$ cat config.mk
export PLATFORM = sky130hd
export DESIGN_NAME = lapsh_filter
export DESIGN_NICKNAME = d
export VERILOG_FILES = /design/src/lapsh_pkg.sv /design/src/lapsh_filter.sv
export SDC_FILE = /design/constraint.sdc
export NUM_CORES = 1
export LEC_CHECK = 0
export BUFFER_PORTS_ARGS = -buffer_cell sky130_fd_sc_hd__buf_2
export CAP_MARGIN = 20
export CORE_MARGIN = 1.5
export CORE_UTILIZATION = 52
export CTS_CLUSTER_DIAMETER = 60
export CTS_CLUSTER_SIZE = 28
export DETAILED_ROUTE_END_ITERATION = 6
export PLACE_DENSITY = 0.78
export SLEW_MARGIN = 20
export SYNTH_ARGS = -nofsm -noshare
export SYNTH_HDL_FRONTEND = slang
export SYNTH_SLANG_ARGS = --single-unit
$ cat constraint.sdc
create_clock -name aclk -period 6.6 [get_ports aclk]
set_input_delay 1.32 -clock aclk [delete_from_list [all_inputs] [get_ports aclk]]
set_output_delay 1.32 -clock aclk [all_outputs]
set_load 0.02 [all_outputs]
$ cat src/lapsh_pkg.sv
// ----------------------------------------------------------------------------
// lapsh_pkg
// shared widths, register indexes and the window word passed to the filter
// ----------------------------------------------------------------------------
`default_nettype none

package lapsh_pkg;

    localparam int PIX_W      = 8;
    localparam int ROW_W      = 12;
    localparam int COL_W      = 10;
    localparam int LAP_W      = 12;
    localparam int SUM_W      = 12;
    localparam int WIN_N      = 9;
    localparam int CENTRE_TAP = 4;

    localparam int CFG_IDX_W  = 2;
    localparam int CFG_DATA_W = 13;
    localparam int WIDTH_W    = 11;
    localparam int HEIGHT_W   = 13;

    localparam logic [WIDTH_W-1:0]  WIDTH_RESET  = WIDTH_W'(256);
    localparam logic [HEIGHT_W-1:0] HEIGHT_RESET = HEIGHT_W'(256);
    localparam logic [HEIGHT_W-1:0] HEIGHT_MIN   = HEIGHT_W'(3);
    localparam logic [HEIGHT_W-1:0] HEIGHT_MAX   = HEIGHT_W'(4096);

    // floor(x / 9) = (x * RECIP_9) >> RECIP_SHIFT, exact for x below 2296
    localparam int RECIP_W     = 13;
    localparam int RECIP_SHIFT = 16;
    localparam logic [RECIP_W-1:0] RECIP_9 = RECIP_W'(7282);

    typedef enum logic [CFG_IDX_W-1:0] {
        CFG_IMAGE_WIDTH  = 2'd0,
        CFG_IMAGE_HEIGHT = 2'd1
    } cfg_idx_t;

    // one full 3x3 window plus where its centre sits
    typedef struct packed {
        logic [WIN_N-1:0][PIX_W-1:0] pix;
        logic [ROW_W-1:0]            row;
        logic [COL_W-1:0]            col;
        logic                        last;
    } win_t;

    typedef struct packed {
        logic [PIX_W-1:0] box_average;
        logic [LAP_W-1:0] laplacian_value;
        logic [PIX_W-1:0] sharpened;
        logic [ROW_W-1:0] centre_row;
        logic [COL_W-1:0] centre_col;
        logic             frame_last;
    } res_t;

endpackage

`default_nettype wire

$ cat src/lapsh_filter.sv
// ----------------------------------------------------------------------------
// lapsh_filter
// window sum and laplacian stage, then divide by nine, sharpen and hold
// ----------------------------------------------------------------------------
`default_nettype none

module lapsh_filter (
    input  wire logic             aclk,
    input  wire logic             aresetn,
    input  wire logic             in_valid,
    output      logic             in_ready,
    input  wire lapsh_pkg::win_t  in_win,
    output      logic             out_valid,
    input  wire logic             out_ready,
    output      lapsh_pkg::res_t  out_res
);

    localparam int LAP_INT_W = lapsh_pkg::SUM_W + 2;
    localparam int PROD_W    = lapsh_pkg::SUM_W + lapsh_pkg::RECIP_W;

    logic                              s1_valid_reg;
    logic [lapsh_pkg::SUM_W-1:0]       s1_sum_reg;
    logic [lapsh_pkg::PIX_W-1:0]       s1_centre_reg;
    logic signed [LAP_INT_W-1:0]       s1_lap_reg;
    logic [lapsh_pkg::ROW_W-1:0]       s1_row_reg;
    logic [lapsh_pkg::COL_W-1:0]       s1_col_reg;
    logic                              s1_last_reg;
    logic                              out_valid_reg;
    lapsh_pkg::res_t                   out_res_reg;

    logic [lapsh_pkg::SUM_W-1:0]       sum;
    logic signed [LAP_INT_W-1:0]       centre9;
    logic signed [LAP_INT_W-1:0]       lap;
    logic [PROD_W-1:0]                 prod;
    logic signed [LAP_INT_W-1:0]       sharp_raw;
    logic [lapsh_pkg::PIX_W-1:0]       sharp;
    logic                              out_take;
    logic                              s1_adv;

    always_comb begin
        sum = '0;
        for (int i = 0; i < lapsh_pkg::WIN_N; i++) begin
            sum = sum + lapsh_pkg::SUM_W'(in_win.pix[i]);
        end
    end

    // 9*centre - sum, which is 8*centre minus the neighbours
    assign centre9 = LAP_INT_W'({in_win.pix[lapsh_pkg::CENTRE_TAP], 3'b000})
                   + LAP_INT_W'(in_win.pix[lapsh_pkg::CENTRE_TAP]);
    assign lap     = centre9 - LAP_INT_W'(sum);

    assign out_take = !out_valid_reg || out_ready;
    assign s1_adv   = s1_valid_reg && out_take;
    assign in_ready = !s1_valid_reg || out_take;

    assign prod      = PROD_W'(s1_sum_reg) * PROD_W'(lapsh_pkg::RECIP_9);
    assign sharp_raw = s1_lap_reg + LAP_INT_W'(s1_centre_reg);

    always_comb begin
        if (sharp_raw < 0) begin
            sharp = '0;
        end else if (sharp_raw > LAP_INT_W'(255)) begin
            sharp = '1;
        end else begin
            sharp = sharp_raw[lapsh_pkg::PIX_W-1:0];
        end
    end

    always_ff @(posedge aclk) begin
        if (!aresetn) begin
            s1_valid_reg  <= 1'b0;
            out_valid_reg <= 1'b0;
        end else begin
            if (in_ready) begin
                s1_valid_reg <= in_valid;
            end
            if (out_take) begin
                out_valid_reg <= s1_valid_reg;
            end
        end
    end

    always_ff @(posedge aclk) begin
        if (in_ready && in_valid) begin
            s1_sum_reg    <= sum;
            s1_centre_reg <= in_win.pix[lapsh_pkg::CENTRE_TAP];
            s1_lap_reg    <= lap;
            s1_row_reg    <= in_win.row;
            s1_col_reg    <= in_win.col;
            s1_last_reg   <= in_win.last;
        end
        if (s1_adv) begin
            out_res_reg.box_average     <=
                prod[lapsh_pkg::RECIP_SHIFT +: lapsh_pkg::PIX_W];
            out_res_reg.laplacian_value <= s1_lap_reg[lapsh_pkg::LAP_W-1:0];
            out_res_reg.sharpened       <= sharp;
            out_res_reg.centre_row      <= s1_row_reg;
            out_res_reg.centre_col      <= s1_col_reg;
            out_res_reg.frame_last      <= s1_last_reg;
        end
    end

    assign out_valid = out_valid_reg;
    assign out_res   = out_res_reg;

endmodule

`default_nettype wire

==> metrics.csv <==
stage;metric;value;unit
outcome;outcome;finished, final reports clean;
placed_design;count of input and output buffers;151;
logic_synthesis;number of distinct standard cells referenced by the synthesized netlist;48;
floorplanning;Die Footprint;0.0164;mm²
clock_tree;buffer cell driving the clock tree root;clkbuf_16;
drt;detailed-route via count;5014;
logic_synthesis;top cell type's share of synthesized area;0.395;
setup_path;worst path arrival time;6.44;ns
placed_design;final estimated routing congestion in global placement;0.898;
setup_path;start-to-end type of the worst setup path;input port to register;
setup_path;Critical path origin;in_win[26];
logic_synthesis;Gate Count Post-Synth;639;
clock_tree;CTS max path bufs;2;
logic_synthesis;net count of the mapped netlist;932;
finish;area grow syn2layout;18.1;%
placed_design;HPWL after detailed placement;11.7;mm
finish;Fillers;1172;
timing;setup violators final;0;
logic_synthesis;YS warnings;0;
clock_tree;latest clock arrival within the worst-skew pair;0.34;ns
timing;hold_ws;0.420;ns
timing;transition at the pin with the smallest max-transition slack;0.686;ns
logic_synthesis;main flop type after synthesis;edfxtp_1;
finish;utilization after layout;0.631;
setup_path;endpoint required time on the critical path;6.70;ns
timing;clk_skew;0.00915;ns
timing;max-slew violation total from the final report;0;
drt;DRT iter0 DRCs;248;
floorplanning;I/O pin total;152;
logic_synthesis;sequential share of the synthesized area;0.400;
finish;diode count;0;
finish;flip-flop count of the largest register after layout;51;
setup_path;crit path launch type;input port;
placed_design;post-place setup slack;-0.229;ns
logic_synthesis;post-synthesis async set-or-reset flop share;0;
timing;max-slew headroom at the worst pin;0.542;
drt;Post-DRT Antenna Nets;0;
floorplanning;starting density of the core;0.534;
timing;count of final hold-check violations;0;
setup_path;depth of the worst register-to-register path;14;
logic_synthesis;most numerous cell in the Yosys netlist;inv_1;
clock_tree;Clock H-tree levels;3;
setup_path;startpoint of the lowest-slack register-to-register path;s1_sum_reg[7]$_DFFE_PP_;
setup_path;Critical Path Fanout Max;3;
setup_path;stage delay of the slowest cell on the critical path;0.55;ns
timing;Final period util;0.962;
clock_tree;CTS clk-pin slew, worst paths;0.07;ns
clock_tree;Hold Buf Count CTS;0;
grt;number of global-route vias before repair;5194;
logic_synthesis;cell taking the most area after synthesis;edfxtp_1;
clock_tree;clock buffer count from CTS;9;
timing;min cycle time layout;6.35;ns
grt;total track usage;0.176;
finish;final net count;1109;
drt;detailed-route wire length per cell;13.4;µm
timing;final worst-path setup slack;0.253;ns
clock_tree;Setup Buffers After CTS;0;
timing;unrepaired setup endpoints after global routing;false;
floorplanning;die width;128;µm
finish;share of layout cells above drive strength 1;0.245;
drt;routed via count divided by cell count;4.86;
logic_synthesis;cell types with the highest counts after synthesis;153 x inv_1, 107 x edfxtp_1, 103 x ha_1, 91 x fa_1, 30 x a21oi_1;
drt;wire length reported by the detailed router;13.9;mm
run;max capacitance violation total;0;
floorplanning;Die Ht;128;µm
worst_hold_path;Worst Min Path Start;s1_col_reg[0]$_DFFE_PP_;
drt;TritonRoute pass-1 iters;5;
grt;largest net degree at the start of global routing;57;
grt;initial antenna violation count;0;
grt;grt ovf;0;
logic_synthesis;top post-synthesis cells by area;edfxtp_1 39%, fa_1 22%, ha_1 16%, inv_1 7.1%, xnor2_1 2.6%;
clock_tree;clock sinks;109;
grt;wire length of the first global-routing pass;22.7;mm
logic_synthesis;number of enable flip-flop cells after synthesis;107;
logic_synthesis;flip-flop and latch count after synthesis;109;
floorplanning;Placeable Area;0.0153;mm²
worst_hold_path;min-delay worst type;register to register;
logic_synthesis;mean post-synth cell area;12.7;µm²
setup_path;Critical Path Slowest Stage Cell;fa_1;
setup_path;Setup crit end kind;register;
logic_synthesis;synthesized area;0.00814;mm²
floorplanning;FP Rows;45;
worst_hold_path;number of cells on the worst hold path;0;
timing;Peak Freq;158;MHz
clock_tree;clock tree from TritonCTS;built;
drt;final routed DRC violation total;0;
-- per-stage QoR --
stage | setup TNS (ns) | instance area, µm² | instances
6_report | 0 | 9620 | 1032
5_1_grt | 0 | 9620 | 1032
4_1_cts | 0 | 9580 | 1032
3_5_place_dp | -0.707 | 9280 | 1016
3_3_place_gp | -0.0960 | 9280 | 1016
2_1_floorplan | 0 | 8140 | 639
-- placed cells by master (no fill, tap or decap), types with 3 or more instances in the layout --
cell type,instances
nor2b_1,4
nor2_1,16
a21oi_1,28
o21ai_1,7
buf_4,15
inv_1,153
edfxtp_1,107
or3_1,3
fa_1,91
nand2_1,18
inv_6,3
xor2_1,10
a21o_1,8
o21a_1,3
xnor2_1,23
o21ai_0,6
nor3_1,8
clkbuf_16,9
buf_2,151
a21boi_1,3
o211ai_1,4
ha_1,101
-- metal layers --
metal / vias to the layer above / track usage / routed length, µm
met4: 0 / 0.0397 / 206
met2: 120 / 0.331 / 7410
met5: - / 0 / 0
met3: 17 / 0.0275 / 542
li1: 2478 / - / -
met1: 2399 / 0.213 / 5720
-- worst paths after layout --
kind                         endpoint  slack, ns
max          s1_lap_reg[11]$_DFFE_PP_       0.25
min              out_res[1]$_DFFE_PP_       0.42
max reg2reg     out_res[50]$_DFFE_PP_       1.72
min reg2reg      out_res[1]$_DFFE_PP_       0.42
-- critical path, delay by kind of cell --
family / cells / cell delay [ns]
AOI/OAI and AO/OA: 5 / 0.79
xor gates and xnor gates: 2 / 0.19
adders and majority gates: 7 / 3.14
buffers and inverters: 7 / 0.46
and+or+nand+nor: 4 / 0.52
-- final cells by class --
type                            instances  area (µm²)  share of cell area
Multi-Input combinational cell        376        4360               0.454
Sequential cell                       109        3250               0.338
Timing Repair Buffer                  166         868              0.0903
Inverter                              154         579              0.0602
Tap cell                              211         264              0.0274
Clock buffer                            9         225              0.0234
Clock inverter                          7        66.3             0.00689
-- timing repair --
| item | CTS | global route |
|---|---|---|
| hold endpoints to repair | 0 | 0 |
| gates resized for setup | 0 | 10 |
| endpoints found under the setup margin | 0 | 4 |
-- cell families (layout without fill, tap and decap cells) --
group | Yosys count | count (layout) | share of synthesized area
simple gates | 64 | 64 | 0.0387
fa+ha+maj | 194 | 194 | 0.382
xor+xnor | 34 | 34 | 0.0366
compound gates | 82 | 82 | 0.0695
buf+inv | 154 | 336 | 0.0711
mux | 2 | 2 | 0.00261
flops | 109 | 109 | 0.400
Power is not shown: default switching activity piles up to over one toggle a cycle in this logic, so the estimate is an artifact.
